`src/design/sbfc_pkg.sv`:
```
// Package for the complex symmetric bilinear form block.
// Holds sizes, status codes, command and status structs and arithmetic helpers.
// Depends on nothing.
package sbfc_pkg;

   localparam int MAX_DIM   = 64;
   localparam int DIM_W     = 7;
   localparam int IDX_W     = 6;
   localparam int TRI_DEPTH = MAX_DIM * (MAX_DIM + 1) / 2;
   localparam int TRI_W     = 12;
   localparam int CSR_IDX_W = 1;
   localparam int CSR_DAT_W = 7;

   localparam logic [CSR_IDX_W-1:0] CSR_DIMENSION     = 1'd0;
   localparam logic [CSR_IDX_W-1:0] CSR_DIAGONAL_ONLY = 1'd1;

   localparam logic [1:0] STATUS_OK        = 2'd0;
   localparam logic [1:0] STATUS_MISMATCH  = 2'd1;
   localparam logic [1:0] STATUS_SATURATED = 2'd2;

   localparam logic [0:0] KIND_MATRIX  = 1'b0;
   localparam logic [0:0] KIND_ELEMENT = 1'b1;

   typedef struct packed {
      logic             load;
      logic             elem;
      logic             store;
      logic [IDX_W-1:0] m;
      logic             issue;
      logic             diag;
      logic [IDX_W-1:0] k;
      logic             finish;
      logic             mismatch;
   } sbfc_cmd_type;

   typedef struct packed {
      logic pipe_busy;
      logic out_busy;
   } sbfc_status_type;

   // Start of row r in the packed lower triangle: r*(r+1)/2.
   function automatic logic [TRI_W-1:0] tri_base(input logic [IDX_W-1:0] r);
      logic [TRI_W:0] p;
      p = {7'd0, r} * ({7'd0, r} + 13'd1);
      return p[TRI_W:1];
   endfunction

   // Clamp a 65-bit sum to 64 bits; the top bit of the result flags a clamp.
   function automatic logic [64:0] sat65(input logic signed [64:0] v);
      logic [64:0] r;
      if (v[64] != v[63]) begin
         r = v[64] ? {1'b1, 1'b1, 63'd0} : {1'b1, 1'b0, {63{1'b1}}};
      end else begin
         r = {1'b0, v[63:0]};
      end
      return r;
   endfunction

endpackage

```
`src/design/sbfc_ctrl.sv`:
```
// Controller of the complex symmetric bilinear form block.
// Sequences matrix loads, element terms and result hand-over; uses sbfc_pkg.
module sbfc_ctrl import sbfc_pkg::*; (
   input  logic                 clock,
   input  logic                 reset,
   input  logic                 req_valid,
   output logic                 req_stall,
   input  logic                 req_kind,
   input  logic                 req_last,
   input  logic                 csr_write_enable,
   input  logic [CSR_IDX_W-1:0] csr_index,
   input  logic [CSR_DAT_W-1:0] csr_data,
   input  sbfc_status_type      status,
   output sbfc_cmd_type         cmd
);

   typedef enum logic [3:0] {
      ST_IDLE   = 4'b0001,
      ST_RUN    = 4'b0010,
      ST_DRAIN  = 4'b0100,
      ST_FINISH = 4'b1000
   } ctrl_state_type;

   ctrl_state_type   state_ff, state_in;
   logic [DIM_W-1:0] count_ff, count_in;
   logic [DIM_W-1:0] dim_ff, dim_in;
   logic             diag_only_ff, diag_only_in;
   logic [IDX_W-1:0] m_ff, m_in;
   logic [IDX_W-1:0] k_ff, k_in;
   logic             diag_pend_ff, diag_pend_in;
   logic             last_ff, last_in;
   logic             accept;
   logic             store;

   assign req_stall = (state_ff != ST_IDLE);
   assign accept    = req_valid && (state_ff == ST_IDLE);
   assign store     = (count_ff < DIM_W'(MAX_DIM)) && (count_ff < dim_ff);

   always_comb begin
      state_in     = state_ff;
      count_in     = count_ff;
      dim_in       = dim_ff;
      diag_only_in = diag_only_ff;
      m_in         = m_ff;
      k_in         = k_ff;
      diag_pend_in = diag_pend_ff;
      last_in      = last_ff;
      cmd          = '0;
      cmd.m        = count_ff[IDX_W-1:0];
      cmd.k        = k_ff;
      if (csr_write_enable) begin
         unique case (csr_index)
            CSR_DIMENSION:     dim_in = csr_data;
            CSR_DIAGONAL_ONLY: diag_only_in = csr_data[0];
            default:           dim_in = dim_ff;
         endcase
      end
      unique case (state_ff)
         ST_IDLE: begin
            if (accept) begin
               if (req_kind == KIND_MATRIX) begin
                  cmd.load = 1'b1;
               end else begin
                  cmd.elem     = 1'b1;
                  cmd.store    = store;
                  m_in         = count_ff[IDX_W-1:0];
                  k_in         = '0;
                  diag_pend_in = 1'b1;
                  last_in      = req_last;
                  if (count_ff != DIM_W'(MAX_DIM + 1)) begin
                     count_in = count_ff + 1'b1;
                  end
                  state_in = store ? ST_RUN : ST_DRAIN;
               end
            end
         end
         ST_RUN: begin
            cmd.issue = 1'b1;
            if (diag_pend_ff) begin
               cmd.diag     = 1'b1;
               diag_pend_in = 1'b0;
               if (diag_only_ff || (m_ff == '0)) begin
                  state_in = ST_DRAIN;
               end
            end else begin
               k_in = k_ff + 1'b1;
               if (IDX_W'(k_ff + 1'b1) == m_ff) begin
                  state_in = ST_DRAIN;
               end
            end
         end
         ST_DRAIN: begin
            if (!status.pipe_busy) begin
               state_in = last_ff ? ST_FINISH : ST_IDLE;
            end
         end
         ST_FINISH: begin
            if (!status.out_busy) begin
               cmd.finish   = 1'b1;
               cmd.mismatch = (count_ff != dim_ff) || (dim_ff > DIM_W'(MAX_DIM));
               count_in     = '0;
               state_in     = ST_IDLE;
            end
         end
         default: state_in = ST_IDLE;
      endcase
   end

   always_ff @(posedge clock) begin
      if (reset) begin
         state_ff     <= ST_IDLE;
         count_ff     <= '0;
         dim_ff       <= DIM_W'(1);
         diag_only_ff <= 1'b0;
         diag_pend_ff <= 1'b0;
         last_ff      <= 1'b0;
      end else begin
         state_ff     <= state_in;
         count_ff     <= count_in;
         dim_ff       <= dim_in;
         diag_only_ff <= diag_only_in;
         diag_pend_ff <= diag_pend_in;
         last_ff      <= last_in;
      end
      m_ff <= m_in;
      k_ff <= k_in;
   end

`ifndef ASSERT_OFF
   a_issue_in_run: assert property (@(posedge clock) disable iff (reset)
      cmd.issue |-> (state_ff == ST_RUN))
      else $error("term issued outside the run state");
   a_cross_below_m: assert property (@(posedge clock) disable iff (reset)
      (cmd.issue && !cmd.diag) |-> (k_ff < m_ff))
      else $error("cross term index not below element index");
   a_finish_idle: assert property (@(posedge clock) disable iff (reset)
      cmd.finish |=> (state_ff == ST_IDLE) && (count_ff == '0))
      else $error("finish did not return to idle");
`endif

endmodule

```
`config.mk`:
```
export PLATFORM = sky130hd
export DESIGN_NAME = sbfc_ctrl
export DESIGN_NICKNAME = d
export VERILOG_FILES = /design/src/design/sbfc_pkg.sv /design/src/design/sbfc_ctrl.sv
export SDC_FILE = /design/constraint.sdc
export NUM_CORES = 1
export LEC_CHECK = 0
export ABC_AREA = 1
export BUFFER_PORTS_ARGS = -buffer_cell sky130_fd_sc_hd__buf_4
export CORE_MARGIN = 8
export CORE_UTILIZATION = 50
export DETAILED_ROUTE_END_ITERATION = 8
export PLACE_DENSITY = 0.75
export SLEW_MARGIN = 20
export SYNTH_ARGS = -nofsm -noshare
export SYNTH_HDL_FRONTEND = slang
export SYNTH_SLANG_ARGS = --single-unit
export TNS_END_PERCENT = 20
```
`constraint.sdc`:
```
create_clock -name clock -period 1.9 [get_ports clock]
set_clock_uncertainty 0.15 [all_clocks]
set_input_delay 0.38 -clock clock [delete_from_list [all_inputs] [get_ports clock]]
set_output_delay 0.38 -clock clock [all_outputs]
set_load 0.01 [all_outputs]
```
# After elaboration in Yosys (flattened, before gate mapping)

Index checks and enable logic that the tools add are counted.

Input bits: 16
Logic and storage cells: 74
Bits in registers: 33
Output and inout port bits: 20

Add/subtract/negate cells: 2
Eq/ne operators: 16
Bitwise operators: 1
Reduce and logical (&&, ||, !) cells: 14
Mux-type cells: 30
$lt $le $gt $ge: 3

Operators with widths:

| cell                  | count |
|---|---|
| $mux W4               | 8 |
| $mux W7               | 4 |
| $mux W6               | 3 |
| $pmux W4 S4           | 1 |
| $pmux W7 S2           | 1 |
| $pmux W6 S2           | 1 |
| $ne A2 B2 Y1 const B  | 5 |
| $mux W3               | 3 |
| $mux W2               | 4 |
| $add A7 B1 Y7 const B | 1 |
| $gt A7 B7 Y1 const B  | 1 |
| $lt A7 B7 Y1          | 1 |
| $lt A7 B7 Y1 const B  | 1 |
| $ne A7 B7 Y1          | 1 |
| $ne A7 B7 Y1 const B  | 1 |
| $add A6 B1 Y6 const B | 1 |
| $eq A6 B6 Y1          | 1 |
| $logic_not A6 Y1      | 1 |
| $ne A3 B3 Y1 const B  | 2 |
| $reduce_and A3 Y1     | 2 |
| $reduce_and A6 Y1     | 1 |
| $reduce_and A5 Y1     | 1 |
| $eq A4 B1 Y1 const B  | 1 |
| $eq A4 B2 Y1 const B  | 1 |
| 12 further kinds      | 19 |

# Logic depth before layout (Yosys ltp)

Word-level depth: 6
Gate-level depth with buffers: 12
Depth with buffers taken out: 12

# Worst setup path after synthesis

Ideal clock, no wire load.

Path kind: flip-flop to flip-flop
Start: reg state_ff[2]
End: reg k_ff[0], enable pin
Period minus slack after synthesis: 2.012 ns
Stages on the path, launching flop included: 10
Arrival: 1.485 ns
Data required time: 1.373 ns
Buffers on the path: 0
Setup slack: -0.112 ns
Library setup time: 0.377 ns
Cells stage by stage: dfxtp_1 -> inv_1 -> nand2_2 -> inv_2 -> nand3_2 -> nor2_1 -> inv_1 -> nor2_2 -> inv_1 -> o21ai_0

Cells in the longest elaborated chain, start to end: 4
Elaborated cells between the ends (all ways): 8
Those cells by class: 5 x eq/ne; 3 x reduce/logical

RTL lines:

| item                            | RTL line                         | text |
|---|---|---|
| start: declaration              | sbfc_ctrl.sv:24                  | `ctrl_state_type state_ff, state_in;` |
| start signal: assignment        | sbfc_ctrl.sv:118                 | `state_ff <= state_in;` |
| $eq A4 B1 Y1                    | sbfc_ctrl.sv:36, sbfc_ctrl.sv:58 |  |
| $logic_and A1 B1 Y1             | sbfc_ctrl.sv:36                  | `assign accept = req_valid && (state_ff == ST_IDLE);` |
| $ne A2 B2 Y1 (no line)          | --                               |  |
| $reduce_and A4 Y1 (no line) (*) | --                               |  |
| end signal: assignment          | sbfc_ctrl.sv:126                 | `k_ff <= k_in;` |
| end: declaration                | sbfc_ctrl.sv:29                  | `logic [IDX_W-1:0] k_ff, k_in;` |

Every way passes the cells marked *; elsewhere a longest branch is shown, timed or not.
A chain may end at the register's enable or synchronous reset.

==> impl_metrics.toml <==
[flow_run]
drv_cap = 0

[timing]
worstMarginPinSlew_ns = 0.321
setup_ws_ns = -0.164
maxSlewHeadroom_pct = 78.6
hold_violations = 0
fin_crit_sh_pct = 109
maxSlewViolCount = 0
min_period_ns = 2.06
finalSetupViolations = 3
rsz0062_at_grt = "true"
fmax_mhz = 484

[worst_setup_path]
r2r_start = "dim_ff[6]"
endpoint_kind = "primary output"
start_kind = "register"
path_max_fanout = 2
crit_arrival_ns = 1.53
critPathLaunch = "dim_ff[2]"
required_ns = 1.37
critPathKind = "reg2out"

[power]
vdd_drop_max_uv = 681
finalPower_mw = 3.14
powerDensity_nw_per_um2 = 1150
leakagePower_nw = 1.26

[clock_network]
htree_levels = 2
cts.sinks = 33
clock_latency_ns = 0.29
cts_root_buffer = "clkbuf_8"
numCtsBuffers = 5
tritoncts = "built"
clk_pin_slew_ns = 0.07
hold_buffers = 0
cts_max_path_buffers = 2

[place]
dp_slack_ns = 0.0613
dp_hpwl_microns = 3450
io_buffers = 35
place_congestion = 0.889

[route]
ant_nets = 0
drtIter0Drc = 158
vias = 1947
drc_errors = 0
avgRoutedWirePerCell_microns = 14.1
drt-vias-per-instance = 5.15
wl_microns = 5340
first_pass_iters = 4

[synthesis]
syn_area_sq_um = 1980
seq_area_frac_synth_pct = 39.4
ys_warn_count = 0
synth_area_leader_cell = "dfxtp_1"
netlist.area_leader.share_pct = 21.2
ys_seq_elements = 33
postSynthAreaPerCell_sq_um = 7.53
ys_top_cells_by_area = "dfxtp_1 (21%), edfxtp_1 (18%), nand2_1 (9.1%)"
yosysUniqueCellTypes = 36
syn_inst = 263
synthesis.nets = 289

[layout]
fillers = 324
nets = 353
final_cell_mix = "buf_4 (64), nand2_1 (44), inv_1 (30), nor2_1 (25), nand3_1 (18)"
drive_gt1_share_pct = 41.5
syn_to_final_growth_pct = 38.2
diodes = 0
final_common_cell = "buf_4"

[floorplan]
ios = 36
core_region_area_sq_um = 3910
start_util_pct = 50.6
die_w_microns = 78.9
die_area_sq_um = 6230
rows = 23
die_h_microns = 78.9

[status]
violations = "setup timing"
status = "complete, but fails checks"

[grt]
grt_pass1_wl_microns = 8800
antenna_found_initial = 0
grt_pass1_vias = 1901
grt.total_usage_pct = 17.7
grt_remaining_overflow = 0
grt_max_degree = 14

[hold_path]
hold_path.class = "in2reg"
holdCritStartpoint = "csr_data[0]"
-- state kept, by name (all words and copies together) (netlist names) --
| register | cells |
|---|---|
| last_ff | 1 |
| state_ff | 4 |
| k_ff | 6 |
| diag_pend_ff | 1 |
| m_ff | 6 |
| count_ff | 7 |
| diag_only_ff | 1 |
| dim_ff | 7 |
-- metrics by stage --
step / hold WS [ns] / cells / utilization [%] / setup TNS, ns / cell area [sq um]
detailed placement: 0.319 / 352 / 60.0 / 0 / 2350
finish: 0.156 / 378 / 69.9 / -0.403 / 2740
floorplan: 0.283 / 263 / - / 0 / 1990
global placement: 0.313 / 352 / 60.0 / 0 / 2350
CTS: 0.153 / 377 / 68.6 / -0.354 / 2690
global route: 0.150 / 378 / 69.9 / -0.835 / 2740
-- logic make-up after synthesis --
kind of cell / synth area share [%]
xor+xnor: 1.33
buf+inv: 11.7
flops: 39.4
simple gates: 29.8
compound gates: 11.4
fa+ha+maj: 6.32
-- where the power goes --
part	total [mW]	switching, mW	internal [mW]	leakage [nW]
registers	0.988	0.102	0.886	0.290
clock network	0.531	0.273	0.257	0.0422
logic	1.63	0.908	0.717	0.930
-- routing by layer --
layer / vias up / GRT usage [%] / part of all wire, %
met1: 883 / 19.5 / 41
met4: 0 / 8.89 / 3.2
met3: 19 / 6.66 / 6.2
met5: - / 0 / 0
li1: 984 / - / -
met2: 61 / 29.3 / 50
-- synthesized netlist by cell type, drive strengths merged --
cell / number
a21o: 1
a21boi: 1
edfxtp: 12
xnor2: 1
o31ai: 1
nand3b: 4
inv: 45
nor3: 3
dfxtp: 21
nor2: 35
a211oi: 1
nand2: 52
buf: 8
a21oi: 20
xor2: 2
a41oi: 1
clkbuf: 1
o21bai: 2
nand3: 22
a31o: 1
nor4: 1
ha: 10
nand4: 7
o21ai: 11
-- path summary, 6_finish.rpt --
| kind | endpoint | slack (ns) | depth (start not counted) |
|---|---|---|---|
| min | dim_ff[0] | 0.16 | 3 |
| max reg2reg | state_ff[1] | -0.14 | 14 |
| max | cmd[16] | -0.16 | 8 |
| min reg2reg | diag_only_ff | 0.33 | 2 |
-- critical path, stage by stage (launching register included) --
cell and delay [ns]:
dfxtp_2 0.32, inv_2 0.05, ha_4 0.24, a21oi_2 0.15, o21ai_2 0.08, nand2_2 0.09, nand3_2 0.09, nor2_1 0.10
buf_4 0.13
-- cell type report --
cell class	count	area, sq um	area share (%)
Sequential cell	33	796	29.1
Inverter	45	174	6.36
Multi-Input combinational cell	176	1120	40.9
Clock inverter	1	5.00	0.183
Clock buffer	7	76.3	2.79
Timing Repair Buffer	66	503	18.4
Tap cell	50	62.6	2.29
-- what timing repair did --
item / CTS / global route
setup endpoints to repair: 5 / 16
buffers inserted: 17 / 1
resized for setup: 39 / 14
pin swaps: 14 / 8
(Power assumes the default switching activity.)
